## config.mk

```make
export PLATFORM = sky130hd
export DESIGN_NAME = eta_alu
export DESIGN_NICKNAME = d
export VERILOG_FILES = /design/src/eta_pkg.sv /design/src/eta_alu.sv
export SDC_FILE = /design/constraint.sdc
export NUM_CORES = 1
export LEC_CHECK = 0
export BUFFER_PORTS_ARGS = -buffer_cell sky130_fd_sc_hd__buf_2
export CORE_ASPECT_RATIO = 2
export CORE_MARGIN = 5
export CORE_UTILIZATION = 60
export CTS_CLUSTER_SIZE = 24
export DETAILED_ROUTE_END_ITERATION = 7
export GPL_TIMING_DRIVEN = 1
export PLACE_DENSITY = 0.8
export SETUP_SLACK_MARGIN = 0.02
export SLEW_MARGIN = 25
export SYNTH_ARGS = -nofsm -noshare
export SYNTH_HDL_FRONTEND = slang
export SYNTH_SLANG_ARGS = --single-unit
```

## constraint.sdc

```tcl
create_clock -name clk -period 13.2 [get_ports clk]
set_input_delay 3.3 -clock clk [delete_from_list [all_inputs] [get_ports clk]]
set_output_delay 3.3 -clock clk [all_outputs]
set_load 0.005 [all_outputs]
```

## src/eta_pkg.sv

```systemverilog
// package for the embedding table with adagrad update
// types, constants and opcodes shared by eta_alu and the top level; no dependencies
`timescale 1ns / 1ps
package eta_pkg;
  localparam int DefEntries = 1024;
  localparam int DefDim = 64;
  localparam int EntryW = 10;
  localparam int ElemW = 6;
  localparam int RateW = 25;
  localparam logic [RateW-1:0] RateReset = 25'd16777;
  localparam logic [31:0] AccReset = 32'd17;
  localparam logic [31:0] S32Max = 32'h7FFF_FFFF;
  localparam logic [31:0] S32Min = 32'h8000_0000;

  typedef enum logic [1:0] {
    OP_LOAD = 2'd0,
    OP_READ = 2'd1,
    OP_ADD  = 2'd2,
    OP_UPD  = 2'd3
  } op_t;

  typedef struct packed {
    logic [1:0]        operation;
    logic [EntryW-1:0] entry_index;
    logic [ElemW-1:0]  element_index;
    logic signed [31:0] value;
  } in_item_t;

  typedef struct packed {
    logic signed [31:0] read_value;
    logic               saturated;
  } out_item_t;

  // request to the shared iterative unit
  typedef struct packed {
    logic        start;
    logic [63:0] radicand;
    logic [56:0] dividend;
  } alu_req_t;

  function automatic logic [31:0] sat_add(input logic [31:0] a, input logic [31:0] b,
                                          output logic ovf);
    logic [32:0] s;
    s = {a[31], a} + {b[31], b};
    ovf = (s[32] != s[31]);
    sat_add = ovf ? (s[32] ? S32Min : S32Max) : s[31:0];
  endfunction
endpackage

```

## src/eta_alu.sv

```systemverilog
// shared iterative unit: 64-bit integer square root then restoring division,
// one bit per cycle each; depends on eta_pkg
`timescale 1ns / 1ps
module eta_alu (
  input  logic            clk,
  input  logic            rst_n,
  input  eta_pkg::alu_req_t req,
  output logic            done,
  output logic [31:0]     root,
  output logic            root_sat,
  output logic [31:0]     quot
);
  import eta_pkg::*;
  typedef enum logic [2:0] {
    A_IDLE = 3'b001,
    A_SQRT = 3'b010,
    A_DIV  = 3'b100
  } alu_st_t;
  alu_st_t st_r, st_nxt;
  logic [63:0] x_r, x_nxt, r_r, r_nxt, bit_r, bit_nxt;
  logic [56:0] num_r, num_nxt;
  logic [31:0] den_r, den_nxt;
  logic [32:0] rem_r, rem_nxt;
  logic [56:0] q_r, q_nxt;
  logic [5:0]  cnt_r, cnt_nxt;
  logic [64:0] trial;
  logic [33:0] rtrial;
  logic        done_nxt;
  logic        sat_r, sat_nxt;

  always_comb begin
    st_nxt = st_r; x_nxt = x_r; r_nxt = r_r; bit_nxt = bit_r;
    num_nxt = num_r; den_nxt = den_r; rem_nxt = rem_r; q_nxt = q_r;
    cnt_nxt = cnt_r; done_nxt = 1'b0; sat_nxt = sat_r;
    trial = {1'b0, r_r} + {1'b0, bit_r};
    rtrial = {rem_r, num_r[56]} - {2'b00, den_r};
    case (st_r)
      A_IDLE: if (req.start) begin
        x_nxt = req.radicand; r_nxt = '0; bit_nxt = 64'h4000_0000_0000_0000;
        num_nxt = req.dividend; st_nxt = A_SQRT; cnt_nxt = 6'd31;
      end
      A_SQRT: begin
        if ({1'b0, x_r} >= trial) begin
          x_nxt = x_r - trial[63:0];
          r_nxt = (r_r >> 1) + bit_r;
        end else begin
          r_nxt = r_r >> 1;
        end
        bit_nxt = bit_r >> 2;
        if (cnt_r == 6'd0) begin
          // saturate root to signed range
          sat_nxt = (r_nxt > {32'd0, S32Max});
          den_nxt = sat_nxt ? S32Max : r_nxt[31:0];
          rem_nxt = '0; q_nxt = '0; cnt_nxt = 6'd56; st_nxt = A_DIV;
        end else begin
          cnt_nxt = cnt_r - 6'd1;
        end
      end
      A_DIV: begin
        if (!rtrial[33]) begin
          rem_nxt = rtrial[32:0];
        end else begin
          rem_nxt = {rem_r[31:0], num_r[56]};
        end
        q_nxt = {q_r[55:0], ~rtrial[33]};
        num_nxt = {num_r[55:0], 1'b0};
        if (cnt_r == 6'd0) begin
          st_nxt = A_IDLE; done_nxt = 1'b1;
        end else begin
          cnt_nxt = cnt_r - 6'd1;
        end
      end
      default: st_nxt = A_IDLE;
    endcase
  end

  always_ff @(posedge clk) begin
    if (!rst_n) begin
      st_r <= A_IDLE; done <= 1'b0;
    end else begin
      st_r <= st_nxt; done <= done_nxt;
    end
    x_r <= x_nxt; r_r <= r_nxt; bit_r <= bit_nxt; num_r <= num_nxt;
    den_r <= den_nxt; rem_r <= rem_nxt; q_r <= q_nxt; cnt_r <= cnt_nxt;
    sat_r <= sat_nxt;
  end

  // quotient bounded by rate*|g|/den with den >= 1: zero divisor yields zero
  assign root = den_r;
  assign root_sat = sat_r;
  assign quot = (den_r == 32'd0) ? 32'd0
              : ((|q_r[56:32]) ? 32'hFFFF_FFFF : q_r[31:0]);
endmodule

```

==> run metrics <==
GRT overflow=0; DRT Wirelength=75300 um; setup TNS=0 ns; Pwr Density=116 nW/um^2; Synth area leader=edfxtp_1; Achievable Freq=123 MHz; peak supply drop=121 uV; WS Path Type=reg2reg; clock-pin slew on the worst setup and hold paths=0.07 ns; TritonCTS clock tree=done; Chip Height=300 um; Detail Route Antenna Nets=0; crit path from=r_r[4]; global-route wire length before repair=116000 um; Root Driver=clkbuf_16; YS warnings=0; endpoints failing setup=0; CTS sink cnt=350; Multi-input gate area=13900 um^2; Initial DRC Count=1345; Avg Synthesized Cell Area=9.25 um^2; PortBufs=189; RSZ-0062 raised after global routing=false; Synth Register Bits=350; drt drc=0; worst skew pair latency=0.55 ns; initial antenna violation count=0; ranking of synthesized cells by area=edfxtp_1 (41%), ha_1 (8.1%), nand2_1 (6.0%); share of layout cells above drive strength 1=0.117; Setup crit end kind=flop; period utilization=0.617; CTS resizes=0; Vias per Instance=6.42; Unique masters post-synth=90; pin count of the biggest net entering global routing=91; Seq. cell area=10500 um^2; CTS Buffer Depth=3; WP data required=13.44 ns; RR Endpoint=root[29]; Initial Util=0.604; gr usage total=0.316; Hold Fails Final Rpt=0; CTS Hold Bufs=0; H-tree Lvls=2; half-perimeter wire length after placement=56800 um; status=finished, final reports clean; Reg-to-Reg Start=r_r[4]; worst min path class=reg2reg; Post-synth EDFFs=346; Post-Syn Area=25200 um^2; DIE AREA=46400 um^2; Worst Setup EP=root[29]; slew margin rel.=0.365; Worst Tran Pin Value=0.952 ns; P&R area growth vs syn=9.42%; Cells on Worst Hold Path=2; DRT Pass-1 Iters=5; r2r setup slk=5.05 ns; crit path max fanout=50; Main synth FF type=edfxtp_1; fillers=3378; R2R depth=26; max cap viols=0; number of global-route vias before repair=22100; diodes inserted=0; Final Max Tran Viols=0; Power Total=3.20 mW; CP startpoint kind=flop; # Post-CTS Setup Buffers=0; Min Hold Slack=0.515 ns; RePlAce Congestion=0.989; Rows=106; Nets=3126; syn_nets=3009; register area share after synthesis=0.416; via count=21800; fin crit period=8.15 ns; Die W=155 um; Async SR Flop Fraction=0; drt wl/cell=22.2 um; LEAKAGE=11.1 nW; clk_skew=0.0143 ns; Cells after Synth=2720; core footprint=41600 um^2; post-synth top area share=0.413; Arr. time, crit path=8.39 ns; I/O pin cnt=190; TritonCTS Buffers=34
report_power, final:
| group | switching [mW] | leakage [nW] | internal (mW) |
|---|---|---|---|
| Sequential | 0.0613 | 3.36 | 1.28 |
| Clock | 0.450 | 0.522 | 0.532 |
| Combinational | 0.552 | 7.26 | 0.320 |
worst min path at each step:
stage | slack [ns] | end | start
2_1_floorplan | 0.48 | num_r[10] | num_r[9]
3_3_place_gp | 0.49 | num_r[9] | num_r[8]
3_5_place_dp | 0.50 | num_r[36] | num_r[35]
4_1_cts | 0.52 | num_r[23] | num_r[22]
5_1_grt | 0.53 | num_r[23] | num_r[22]
6_report | 0.51 | num_r[23] | num_r[22]
logic make-up after synthesis:
logic type | Yosys count | synth area share
multiplexers | 37 | 0.0149
other | 1 | 0.000149
flip-flops | 350 | 0.416
adder cells (fa/ha/maj) | 165 | 0.0827
AND/OR/NAND/NOR | 1064 | 0.202
AO/OA/AOI/OAI | 698 | 0.182
XOR/XNOR | 196 | 0.0682
buffers and inverters | 209 | 0.0336
worst max-delay path: stages (launching register included):
cell and delay [ns]:
edfxtp_1 0.51, ha_1 0.43, a211oi_1 0.10, a211oi_1 0.61, o2bb2ai_1 0.26, o211ai_1 0.19
a21oi_1 0.26, o2111ai_1 0.16, a2111oi_0 0.55, nor3_1 0.13, a211oi_1 0.52, a31oi_1 0.17
xor2_1 0.19, ha_1 0.42, nand4_1 0.16, nor3_1 0.28, nand2_1 0.12, nor2_1 0.16
nand4_1 0.13, o21bai_1 0.17, o31ai_1 0.14, a21boi_4 0.15, buf_4 0.53, nand4_1 0.16
a22oi_1 0.39, and4_2 0.75, nand4_1 0.18
cell usage after synthesis (21+ instances only):
cell type	number
xnor2_1	104
nand3_1	60
or3_1	21
a21oi_1	151
edfxtp_1	346
nand4_1	53
ha_1	163
o21ai_0	172
a21o_1	58
o21a_1	48
nand2_1	402
clkbuf_1	98
nor2b_1	32
o21bai_1	22
mux2i_1	34
nor4_1	22
inv_1	82
nor3_1	46
nand2b_1	22
xor2_1	92
a31oi_1	66
and2_1	51
nor2_1	219
and3_1	77
sequential cells by signal, summed over array words and instances (netlist names):
name and cells:
st_r 3, x_r 64, r_r 64, done 1
root 32, q_r 57, rem_r 33, root_sat 1
cnt_r 6, bit_r 32, num_r 57
layout make-up:
cell class              count  area share
repair buffers            207      0.0393
clock inverters            19     0.00664
flip-flops and latches    350       0.380
well taps                 540      0.0245
clock buffers              41      0.0326
inverters                  83      0.0114
multi-input cells        2161       0.505
layout by cell type, fill, tap and decap left out, types with 9 or more instances in the layout:
cell type	synthesis	layout
and2_1	51	50
o21a_1	48	48
o21ai_0	172	172
nand3_2	10	10
buf_2	20	189
o211ai_1	14	14
a211oi_1	20	20
clkbuf_16	0	35
nand4_1	53	53
xnor2_1	104	104
and3_1	77	77
edfxtp_1	346	346
xor2_1	92	92
o21bai_1	22	22
inv_1	82	82
nor3_1	46	46
and4_1	16	15
or2_2	11	11
nor2_1	219	216
nand2b_1	22	22
a21boi_0	9	9
mux2i_1	34	34
a311oi_1	9	9
a31oi_1	66	66
a31o_2	20	20
or3_1	21	21
nand2_1	402	400
a21o_1	58	58
nand3_1	60	60
buf_4	1	18
ha_1	163	163
nor2b_1	32	31
a21oi_1	151	150
o31ai_1	12	12
nor4_1	22	22
metrics by stage:
stage	setup WS, ns	cell area, um^2	utilization	instances
2_1_floorplan	3.87	25200	-	2720
3_3_place_gp	5.13	26400	0.635	3341
3_5_place_dp	5.21	26400	0.635	3341
4_1_cts	5.16	27500	0.661	3401
5_1_grt	4.35	27500	0.661	3401
6_report	5.05	27500	0.661	3401
per-layer routing:
metal	wire (um)	vias up	global-route usage
li1	-	10200	-
met3	3460	343	0.0400
met2	40400	892	0.598
met1	23800	10400	0.289
met5	0	-	0
met4	7720	0	0.268
Power figures use the tool's default switching activity.
